--- config.mk ---
export PLATFORM = sky130hd
export DESIGN_NAME = tmtc_table
export DESIGN_NICKNAME = d
export VERILOG_FILES = /design/src/hw/rtl/tmtc_pkg.sv /design/src/hw/rtl/tmtc_table.sv
export SDC_FILE = /design/constraint.sdc
export NUM_CORES = 2
export LEC_CHECK = 0
export BUFFER_PORTS_ARGS = -buffer_cell sky130_fd_sc_hd__clkbuf_2
export CAP_MARGIN = 5
export CELL_PAD_IN_SITES_DETAIL_PLACEMENT = 0
export CELL_PAD_IN_SITES_GLOBAL_PLACEMENT = 1
export CORE_MARGIN = 2
export CORE_UTILIZATION = 57
export CTS_CLUSTER_DIAMETER = 30
export DETAILED_ROUTE_END_ITERATION = 6
export MAX_ROUTING_LAYER = met4
export PLACE_DENSITY_LB_ADDON = 0.3
export SKIP_CTS_REPAIR_TIMING = 1
export SLEW_MARGIN = 20
export SYNTH_ARGS = -nofsm -noshare
export SYNTH_HDL_FRONTEND = slang
export SYNTH_SLANG_ARGS = --single-unit
--- constraint.sdc ---
create_clock -name clk -period 5.6 [get_ports clk]
set_input_delay 0.28 -clock clk [delete_from_list [all_inputs] [get_ports clk]]
set_output_delay 0.28 -clock clk [all_outputs]
set_load 0.1 [all_outputs]
--- src/hw/rtl/tmtc_pkg.sv ---
// Package for the tempo map tick/time converter.
// Holds shared types and fixed constants. No dependencies.
`timescale 1ns / 1ps
package tmtc_pkg;

  // Operation codes of an input item
  localparam logic [1:0] OP_WRITE  = 2'd0;
  localparam logic [1:0] OP_T2U    = 2'd1;
  localparam logic [1:0] OP_U2T    = 2'd2;
  localparam logic [1:0] OP_UNUSED = 2'd3;

  // Configuration register indexes
  localparam logic REG_TPB = 1'b0;
  localparam logic REG_CNT = 1'b1;

  // Microseconds per minute times 1000
  localparam logic [35:0] US_MILLI_PER_MIN = 36'd60000000000;
  localparam logic [43:0] TIME_MAX = 44'hFFFFFFFFFFF;
  localparam logic [30:0] TICK_MAX = 31'h7FFFFFFF;

  localparam logic [15:0] TPB_RESET = 16'd480;
  localparam logic [6:0]  CNT_RESET = 7'd1;

  // One tempo table entry
  typedef struct packed {
    logic [30:0] start;
    logic [19:0] rate;
  } tmtc_entry_t;

  // Request to the multiply-divide unit: floor(a * b / d)
  typedef struct packed {
    logic        start;
    logic [43:0] a;
    logic [35:0] b;
    logic [35:0] d;
  } md_req_t;

endpackage

--- src/hw/rtl/tmtc_table.sv ---
// Tempo table memory: one write port, one registered read port.
// Depends on tmtc_pkg for the entry type.
`timescale 1ns / 1ps
module tmtc_table
  import tmtc_pkg::*;
#(
  parameter int DEPTH = 64,
  parameter int AW    = 6
) (
  input  logic          clk,
  input  logic          we,
  input  logic [AW-1:0] waddr,
  input  tmtc_entry_t   wdata,
  input  logic [AW-1:0] raddr,
  output tmtc_entry_t   rdata
);

  tmtc_entry_t mem [DEPTH];

  // write port
  always_ff @(posedge clk) begin
    if (we) begin
      mem[waddr] <= wdata;
    end
  end

  // read port, registered
  always_ff @(posedge clk) begin
    rdata <= mem[raddr];
  end

endmodule

Word level (Yosys, flattened, before mapping) --
Memory sizes are Yosys's and may differ from the RTL's. A register that Yosys moved wholly into a read port is not among the register bits. Cells that the tools add are included.
Storage, ports and cells: bits in registers 0, latch bits 0, bits in writable memories 3264, ROM bits 0, logic and storage cells 3, memories kept 1
Operators by class: $add $sub $neg 0, $mul 0, div/mod/pow operators 0, $lt $le $gt $ge 0, equal/unequal tests 0, shift-type cells 0, mux-type cells 2, bitwise gates (word level) 0, reduce and logical (&&, ||, !) cells 0
Memory list:
- mem | depth 64, width 51, rd ports 1, clocked after Yosys merged registers in 1, wr ports 1, line tmtc_table.sv:18 | tmtc_entry_t mem [DEPTH];
Operators with widths (number):
- 2-to-1 mux 1 bit | 2

Logic depth before layout (Yosys ltp) --
depth in word-level cells 2, gate-level depth with buffers 10, mapped depth without buffers 5

Worst setup path after synthesis --
OpenSTA, ideal clock, no wires.
kind input-to-reg, start point input port waddr[3], end point memory mem[48][0] (netlist bit) (enable), arrival 4253 ps, required time 5078 ps, setup slack 824 ps, stages 4, cell sequence clkbuf_1 -> nor2b_1 -> nand4b_1 -> nor3_1
RTL lines:
- start: declaration | line tmtc_table.sv:12 | input logic [AW-1:0] waddr,
- end: declaration | line tmtc_table.sv:18
Straight into the memory's write port.

==> run metrics <==
outcome finished clean; Distinct cells, synth 31; vias 62,900; Layout Skew 0.0724 ns; Hold Vio Cnt, Final 0; Worst EP required 6.50 ns; EDFF count, synth 3,264; Cell Count Post-Placement 8,070; crit path time final 2.80 ns; Cell Pwr Density 436 nW/um^2; CTS tree built; Max-Slew Margin vs Limit 15.4%; Crit. End Element flip-flop; Crit path arrival time 3.70 ns; RSZ-0062 raised after global routing false; nets 5,886; ys async rst share 0%; Final Instance Count excl. Fillers 9,138; Die H 472 um; Worst Path Max Fanout 35; Via density 6.88; DRC 0; register area share after synthesis 79.5%; hold path cells 1; Max IR drop VDD 410 uV; first-pass GRT wire length 488,000 um; gate count of the mapped netlist 5,186; post-DP HPWL 177,000 um; initial antenna violation count 16; Fin Setup TNS 0 ns; Netlist Area Pre-Place 125,000 sq um; Worst Max-Slew Pin Slew 1.27 ns; drt pass-1 iters 6; critical path class in -> reg; share of cells above drive strength 1 35.8%; WL per Instance 38.1 um; clock sinks 3,315; top post-synthesis cells by count edfxtp_1, mux4_2, o22ai_1; most frequent cell after synthesis edfxtp_1; initial cell density of the core 57.4%; synthesis-to-layout area growth 20.1%; crit path launch raddr[4]; post-synthesis net count 5,251; Synth Warn # 0; number of global-route vias before repair 63,400; Hold Crit Class in -> reg; Clock Pin Slew Worst Setup and Hold Paths 0.05 ns; Final Slew Violations 0; Setup Viol. Count Final 0; Clock H-tree levels 6; Reg2Reg Setup Slack 3.35 ns; fin crit share 50.0%; die width 472 um; CTS Buffer Depth 4; initial DRC count 9,753; WHS Endpoint mem[58][0]; LEAKAGE 0.0480 uW; Reg2Reg Depth 4; overall routing resource usage 32.7%; Most used DFF post-synth edfxtp_1; root buffer cell clkbuf_16; CTS Buf Count 575; top cell type's share of synthesized area 78.7%; Syn Area/Cell 24.0 sq um; Filler cells 12,500; r2r endpoint rdata[3]; die area 222,000 sq um; Yosys top cell by area edfxtp_1; Core Box Area 217,000 sq um; num ports 116; largest net degree at the start of global routing 90; RePlAce Congestion 0.832; hold wc startpoint wdata[0]; grt total ovfl 0; Core Rows 171; Routed WL 348,000 um; maxcap violations 0; crit start category primary input; Antenna Violating Nets Remaining 0; reg2reg start mem[35][3]; fin util 68.9%; Synth Register Bits 3,315; Clk Latency, worst-skew pair 0.98 ns; Fmax 357 MHz; I/O Buffers 115; Synth area leaders edfxtp_1, mux4_2, dfxtp_1
-- final cells by class --
class	instances	area (sq um)	share of cell area (%)
multi-input cells	1580	24800	16.5
inverters	1	6.26	0.00418
repair buffers	348	2900	1.94
diodes	11	27.5	0.0184
clock buffers	659	15100	10.1
well taps	2854	3570	2.39
clock inverters	370	4270	2.85
flip-flops and latches	3315	99000	66.2
-- metrics by stage --
| step | hold slack, ns | instance area, sq um | worst slack [ns] | total power (uW) |
|---|---|---|---|---|
| 2_1_floorplan | 0.379 | 125000 | 0.824 | 29800 |
| 3_5_place_dp | 0.767 | 130000 | 2.00 | 30900 |
| 3_3_place_gp | 0.766 | 130000 | 2.00 | 30800 |
| 4_1_cts | -0.231 | 149000 | 3.01 | 65500 |
| 5_1_grt | 0.0635 | 150000 | 2.87 | 66700 |
| 6_report | 0.0288 | 150000 | 2.80 | 65300 |
-- where the power goes --
group | internal (uW) | total (uW) | switching [uW]
clock network | 22800 | 34800 | 12000
registers | 27500 | 27700 | 123
logic | 919 | 2810 | 1890
-- per-layer routing --
| layer | GRT usage, % | up-vias | routed length (um) |
|---|---|---|---|
| met4 | 13.1 | 0 | 14100 |
| met2 | 49.6 | 4622 | 168000 |
| met3 | 7.12 | 777 | 40200 |
| met1 | 43.9 | 33500 | 125000 |
| met5 | - | - | 0 |
| li1 | - | 23900 | - |
-- placed cells by master, fill, tap and decap left out, types with 36 or more instances in the layout --
master / n
bufinv_16: 75
clkinv_4: 36
o22ai_1: 161
clkinv_1: 72
nor2_4: 62
mux2_2: 48
clkinv_2: 86
buf_4: 195
edfxtp_1: 3264
clkbuf_16: 587
dfxtp_1: 51
a21oi_1: 67
clkinvlp_4: 55
nor2_1: 97
mux4_2: 886
nand2_1: 46
clkbuf_2: 62
o221ai_1: 50
clkbuf_1: 58
mux2i_1: 50
-- flip-flops by register name, indices dropped and copies added, names as in the netlist --
| signal | count |
|---|---|
| mem | 3264 |
| rdata | 51 |
-- worst max-delay path, stage by stage --
cell and delay, ns:
dlygate4sd3_1 0.52, buf_4 0.30, buf_4 0.78, or2_2 0.52, buf_4 0.64, o22ai_1 0.24
nor2_1 0.28
-- kinds of logic (layout without fill, tap and decap cells) --
logic type             after synthesis  count (layout)  synth area share (%)
AOI/OAI and AO/OA                  337             337                  1.72
buffers and inverters              291            1378                  1.07
DFF                               3315            3315                  79.5
muxes                              984             984                  16.8
other                                0              11                     0
and+or+nand+nor                    259             259                 0.888
-- worst max-delay path by stage --
stage               cells after the start    endpoint
finish                                  7   rdata[35]
global route                            6    rdata[3]
floorplan                               4  mem[48][0]
detailed placement                      6    rdata[3]
global placement                        6    rdata[3]
CTS                                     6    rdata[3]
(Power assumes the default switching activity.)
