===== src/hw/rtl/tmtc_pkg.sv =====
// Package for the tempo map tick/time converter.
// Holds shared types and fixed constants. No dependencies.
`timescale 1ns / 1ps
package tmtc_pkg;

  // Operation codes of an input item
  localparam logic [1:0] OP_WRITE  = 2'd0;
  localparam logic [1:0] OP_T2U    = 2'd1;
  localparam logic [1:0] OP_U2T    = 2'd2;
  localparam logic [1:0] OP_UNUSED = 2'd3;

  // Configuration register indexes
  localparam logic REG_TPB = 1'b0;
  localparam logic REG_CNT = 1'b1;

  // Microseconds per minute times 1000
  localparam logic [35:0] US_MILLI_PER_MIN = 36'd60000000000;
  localparam logic [43:0] TIME_MAX = 44'hFFFFFFFFFFF;
  localparam logic [30:0] TICK_MAX = 31'h7FFFFFFF;

  localparam logic [15:0] TPB_RESET = 16'd480;
  localparam logic [6:0]  CNT_RESET = 7'd1;

  // One tempo table entry
  typedef struct packed {
    logic [30:0] start;
    logic [19:0] rate;
  } tmtc_entry_t;

  // Request to the multiply-divide unit: floor(a * b / d)
  typedef struct packed {
    logic        start;
    logic [43:0] a;
    logic [35:0] b;
    logic [35:0] d;
  } md_req_t;

endpackage


===== src/hw/rtl/tmtc_muldiv.sv =====
// Multiply-divide unit: floor(a * b / d), a 44x36 multiply then
// an 80-step restoring divider. Depends on tmtc_pkg for the request type.
`timescale 1ns / 1ps
module tmtc_muldiv
  import tmtc_pkg::*;
(
  input  logic        clk,
  input  logic        rst_n,
  input  md_req_t     req,
  output logic        done,
  output logic [79:0] q
);

  localparam logic [2:0] MD_IDLE = 3'd0;
  localparam logic [2:0] MD_LO   = 3'd1;
  localparam logic [2:0] MD_HI   = 3'd2;
  localparam logic [2:0] MD_SUM  = 3'd3;
  localparam logic [2:0] MD_DIV  = 3'd4;

  localparam logic [6:0] LAST_STEP = 7'd79;

  logic [2:0]  state_r, state_nxt;
  logic [6:0]  cnt_r, cnt_nxt;
  logic        done_r, done_nxt;
  logic [43:0] a_r;
  logic [35:0] b_r, d_r;
  logic [57:0] plo_r, phi_r;
  logic [79:0] num_r;
  logic [35:0] rem_r;
  logic [36:0] shifted;
  logic        fits;

  // one restoring division step
  always_comb begin
    shifted = {rem_r, num_r[79]};
    fits    = shifted >= {1'b0, d_r};
  end

  always_comb begin
    state_nxt = state_r;
    cnt_nxt   = cnt_r;
    done_nxt  = 1'b0;
    unique case (state_r)
      MD_IDLE: if (req.start) state_nxt = MD_LO;
      MD_LO:   state_nxt = MD_HI;
      MD_HI:   state_nxt = MD_SUM;
      MD_SUM: begin
        cnt_nxt   = '0;
        state_nxt = MD_DIV;
      end
      MD_DIV: begin
        cnt_nxt = cnt_r + 7'd1;
        if (cnt_r == LAST_STEP) begin
          done_nxt  = 1'b1;
          state_nxt = MD_IDLE;
        end
      end
      default: state_nxt = MD_IDLE;
    endcase
  end

  always_ff @(posedge clk) begin
    if (!rst_n) begin
      state_r <= MD_IDLE;
      cnt_r   <= '0;
      done_r  <= 1'b0;
    end else begin
      state_r <= state_nxt;
      cnt_r   <= cnt_nxt;
      done_r  <= done_nxt;
    end
  end

  // datapath: operand latch, partial products, divider
  always_ff @(posedge clk) begin
    if (state_r == MD_IDLE && req.start) begin
      a_r <= req.a;
      b_r <= req.b;
      d_r <= req.d;
    end
    if (state_r == MD_LO) plo_r <= 58'(a_r[21:0]) * 58'(b_r);
    if (state_r == MD_HI) phi_r <= 58'(a_r[43:22]) * 58'(b_r);
    if (state_r == MD_SUM) begin
      num_r <= {phi_r, 22'b0} + {22'b0, plo_r};
      rem_r <= '0;
    end
    if (state_r == MD_DIV) begin
      rem_r <= fits ? 36'(shifted - {1'b0, d_r}) : shifted[35:0];
      num_r <= {num_r[78:0], fits};
    end
  end

  assign done = done_r;
  assign q    = num_r;

endmodule


===== config.mk =====
export PLATFORM = sky130hd
export DESIGN_NAME = tmtc_muldiv
export DESIGN_NICKNAME = d
export VERILOG_FILES = /design/src/hw/rtl/tmtc_pkg.sv /design/src/hw/rtl/tmtc_muldiv.sv
export SDC_FILE = /design/constraint.sdc
export NUM_CORES = 2
export LEC_CHECK = 0
export BUFFER_PORTS_ARGS = -buffer_cell sky130_fd_sc_hd__buf_4
export CORE_MARGIN = 10
export CORE_UTILIZATION = 35
export DETAILED_ROUTE_END_ITERATION = 12
export PLACE_DENSITY = 0.55
export SYNTH_ARGS = -nofsm -noshare
export SYNTH_HDL_FRONTEND = slang
export SYNTH_SLANG_ARGS = --single-unit

===== constraint.sdc =====
create_clock -name clk -period 13.47 [get_ports clk]
set_clock_uncertainty 0.1 [all_clocks]
set_input_delay 1.347 -clock clk [delete_from_list [all_inputs] [get_ports clk]]
set_output_delay 1.347 -clock clk [all_outputs]
set_load 0.01 [all_outputs]

; Yosys cells after proc, flatten, opt, wreduce, memory -nomap -nowiden
; Cells that the tools add are included.
[totals]
ff_bits = 359
latchBits = 0
ram_bits = 0
romBits = 0
in_bits = 119
out_inout_bits = 81
word_cells = 38
memories = 0
[op_classes]
n_addsub = 3
mul = 2
n_div = 0
order_cmp = 1
eq_ne = 7
shifts = 0
muxes = 10
bitwise = 0
reduce_logical = 5
[ops]
columns = operator, count
row1 = $mux W80, 2
row2 = $mul A22 B36 Y58, 2
row3 = $mux W36, 3
row4 = $add A80 B58 Y80, 1
row5 = $ge A37 B36 Y1, 1
row6 = $sub A36 B36 Y36, 1
row7 = $pmux W3 S5, 1
row8 = $pmux W7 S2, 1
row9 = $add A7 B1 Y7 const B, 1
row10 = $eq A7 B7 Y1 const B, 1
row11 = $eq A3 B2 Y1 const B, 2
row12 = $mux W3, 2
row13 = $ne A2 B2 Y1 const B, 2
row14 = $reduce_and A2 Y1, 2
row15 = $eq A3 B1 Y1 const B, 1
row16 = $eq A3 B3 Y1 const B, 1
row17 = $logic_not A3 Y1, 1
row18 = $reduce_bool A2 Y1, 1
row19 = $logic_and A1 B1 Y1, 1
row20 = $mux W1, 1

; Longest topological paths before layout
[depth]
word_depth = 3
ltp_mapped = 29
depth_no_buf = 27

; Worst setup path before layout
; Ideal clock, no wire load.
[synth_timing]
kind = input -> register
start = in req[116] in the netlist's numbering
end = reg a_r[0] (enable)
setup_time_ns = 0.916
arrival_time_ns = 13.004
slack_ns = -0.550
stages = 1
n_path_buf = 0
path_cell_list = nor4b_1
[synth_via]
elab_chain_len = 1
[synth_rtl]
columns = element, line
row1 = from (decl), tmtc_muldiv.sv:9  ; input md_req_t req,
row2 = $logic_and A1 B1 Y1, tmtc_muldiv.sv:76  ; if (state_r == MD_IDLE && req.start) begin
row3 = to (signal assigned), tmtc_muldiv.sv:77  ; a_r <= req.a;
row4 = to (decl), tmtc_muldiv.sv:25  ; logic [43:0] a_r;
; No other way between the ends.
; A chain may end at the register's enable or synchronous reset.

; Worst setup path in the final report
[layout_timing]
start = reg a_r[28]
end = reg phi_r[54], data pin
[layout_via]
elab_chain_len = 1
[layout_rtl]
columns = element, line
row1 = $mul A22 B36 Y58, tmtc_muldiv.sv:82  ; if (state_r == MD_HI) phi_r <= 58'(a_r[43:22]) * 58'(b_r);
row2 = to (signal assigned), tmtc_muldiv.sv:82
row3 = to (decl), tmtc_muldiv.sv:27  ; logic [57:0] plo_r, phi_r;
; No other way between the ends.

==> flow_summary_export.csv <==
group,metric,value,unit
status,outcome,"complete, no violations",
cts,clk_pin_slew,70,ps
grt,overflow,0,
timing,finalSetupTns,0,ps
route,via_per_inst,5.000,
setup_path,arrival,8660,ps
cts,root_buffer,"clkbuf_16",
grt,grt_max_degree,70,
die,die_w,453.4,um
route,ant_nets,0,
timing,finalCritPeriodShare,61.59,%
grt,grt_usage,18.47,%
timing,slew_violations,0,
yosys,synth-main-ff-cell,"edfxtp_1",
place,portBuffers,199,
setup_path,worstSetupEndpointType,"register",
cts,post-cts-setup-buffers,0,
route,first_iter_violations,3216,
finish,final_layout_size_suffix_gt1_share,5.831,%
setup_path,crit_required,13830,ps
finish,final_cell_mix,"fa_1, inv_1, nand2_1",
finish,final_common_cell,"fa_1",
die,rows,159,
route,num_vias,46791,
setup_path,rrSetupSlack,5170,ps
setup_path,worstSetupPathType,"reg -> reg",
route,drtPass1Iterations,5,
timing,hold_viol,0,
job,max_cap_viol_count,0,
cts,cts_buffers,50,
cts,clk-insertion-delay-late,720,ps
setup_path,cp_max_fo,36,
die,die_y,453.4,um
yosys,ys_ff_latch,359,
timing,worst_slew_pin_slew,1409,ps
die,die-area,0.2056,mm^2
die,initial_core_util,35.12,%
yosys,synth-seq-area-share,16.23,%
cts,htree_levels,2,
yosys,netlist_area,0.06575,mm^2
cts,postCtsHoldBufs,0,
min_path,min_delay_path_depth,2,
cts,postCtsResizedCells,0,
timing,fin_crit,8296,ps
setup_path,critPathLaunchType,"register",
yosys,ys_types,76,
timing,relSlewSlack,6.097,%
yosys,yosys_warnings,0,
setup_path,ff2ff_path_depth,24,
cts,cts.sinks,359,
timing,rsz0062_at_grt,"false",
place,dp_hpwl,142500,um
yosys,synth_cells,6875,
die,core_area,0.1872,mm^2
finish,syn_to_final_growth,8.419,%
place,place.gp.congestion,0.8679,
die,boundaryPins,200,
timing,max_clock_freq,0.1205,GHz
route,post-route-drc-count,0,
route,drt-wirelength-per-cell,20.13,um
cts,cts_tree,"built",
yosys,synth_fp_nets,8769,
timing,finalSetupViolCount,0,
grt,antenna_found_initial,9,
yosys,syn_avg_cell_area,9.564,um^2
yosys,synthArstFlopShare,0,%
yosys,synth_edf_count,348,
grt,grt_pass1_wl,299600,um
grt,grt_pass1_vias,51073,
cts,clockBufferDepth,3,
route,routed_wl,188300,um
finish,fin_nets,8715,
min_path,hp-class,"reg -> reg",
-- synth_stat cells, types with 19 or more instances --
library cell	number	area [um^2]
ha_1	419	5243
nand4_1	32	200.2
o21a_1	24	180.2
o21bai_1	29	217.7
nor2_1	126	473.0
clkbuf_1	386	1449
nand2_1	1154	4332
fa_1	1356	27150
xor2_1	66	578.1
inv_1	1288	4835
xnor2_1	118	1033
o21ai_0	124	620.6
a211oi_1	19	142.6
nand2b_1	20	125.1
a21oi_1	245	1226
edfxtp_1	348	10450
nor3_1	20	100.1
nor2b_1	21	131.4
a31oi_1	22	137.6
nand3_1	46	230.2
and2_1	700	4379
a21o_1	106	795.8
-- area by class of cell --
class | instances | area (um^2)
diodes | 3 | 7.507
clock buffers | 59 | 1285
clock inverters | 32 | 391.6
fillers | 18597 | 115900
inverters | 1288 | 4837
multi-input cells | 4830 | 48780
flip-flops and latches | 359 | 10670
well taps | 2495 | 3122
repair buffers | 292 | 2192
-- cells by family (layout without fill, tap and decap cells) --
group,after synthesis,count (layout),share of synthesized area [%]
simple gates,2194,2194,15.95
fa+ha+maj,1775,1775,49.26
buf+inv,1686,1671,9.639
compound gates,674,674,6.421
flops,359,359,16.23
xor+xnor,184,184,2.451
mux,3,3,0.04567
other cells,0,3,0
-- layer usage --
| layer | up-vias | wire length [um] | part of all wire (%) | track usage, % |
|---|---|---|---|---|
| met5 | - | 7 | 0.0037 | 0 |
| met4 | 2 | 3913 | 2.1 | 4.059 |
| met3 | 218 | 11720 | 6.2 | 2.858 |
| met2 | 1323 | 89210 | 47 | 30.71 |
| met1 | 24463 | 83500 | 44 | 25.42 |
| li1 | 20785 | - | - | - |
-- critical path: stages (launching register included) --
cell and delay, ps:
edfxtp_1 1170, and2_1 270, fa_1 440, fa_1 510, inv_1 50, fa_1 480
inv_1 50, fa_1 480, fa_1 500, fa_1 490, inv_1 50, fa_1 480
inv_1 50, ha_1 370, nand4_1 170, nor4_1 390, a22o_1 180, a21oi_1 50
o21ai_1 240, a21oi_1 170, a31oi_1 410, a21boi_0 240, o21ai_0 380, a221oi_1 160
xnor2_1 150
-- per-stage QoR --
stage,setup WS [ps],util (%),cell area [um^2],instances,hold WS [ps]
floorplan,5052,-,65760,6875,355.6
global placement,5150,37.18,69600,9264,376.6
detailed placement,5093,37.18,69600,9264,402.0
CTS,5153,38.07,71280,9355,416.3
global route,4630,38.08,71280,9356,435.4
finish,5174,38.08,71280,9358,409.0
-- final timing paths --
kind                 startpoint                  end
max           a_r[28]$_DFFE_PP_  phi_r[54]$_DFFE_PP_
min          plo_r[8]$_DFFE_PP_       q[8]$_DFFE_PP_
max reg2reg   a_r[28]$_DFFE_PP_  phi_r[54]$_DFFE_PP_
min reg2reg  plo_r[8]$_DFFE_PP_       q[8]$_DFFE_PP_
-- sequential cells by signal, summed over array words and instances, names as in the netlist --
name / flops
rem_r: 36
b_r: 36
q: 80
plo_r: 58
d_r: 36
state_r: 3
phi_r: 58
done: 1
cnt_r: 7
a_r: 44
Power is not shown: default switching activity piles up to over one toggle a cycle in this logic, so the estimate is an artifact.
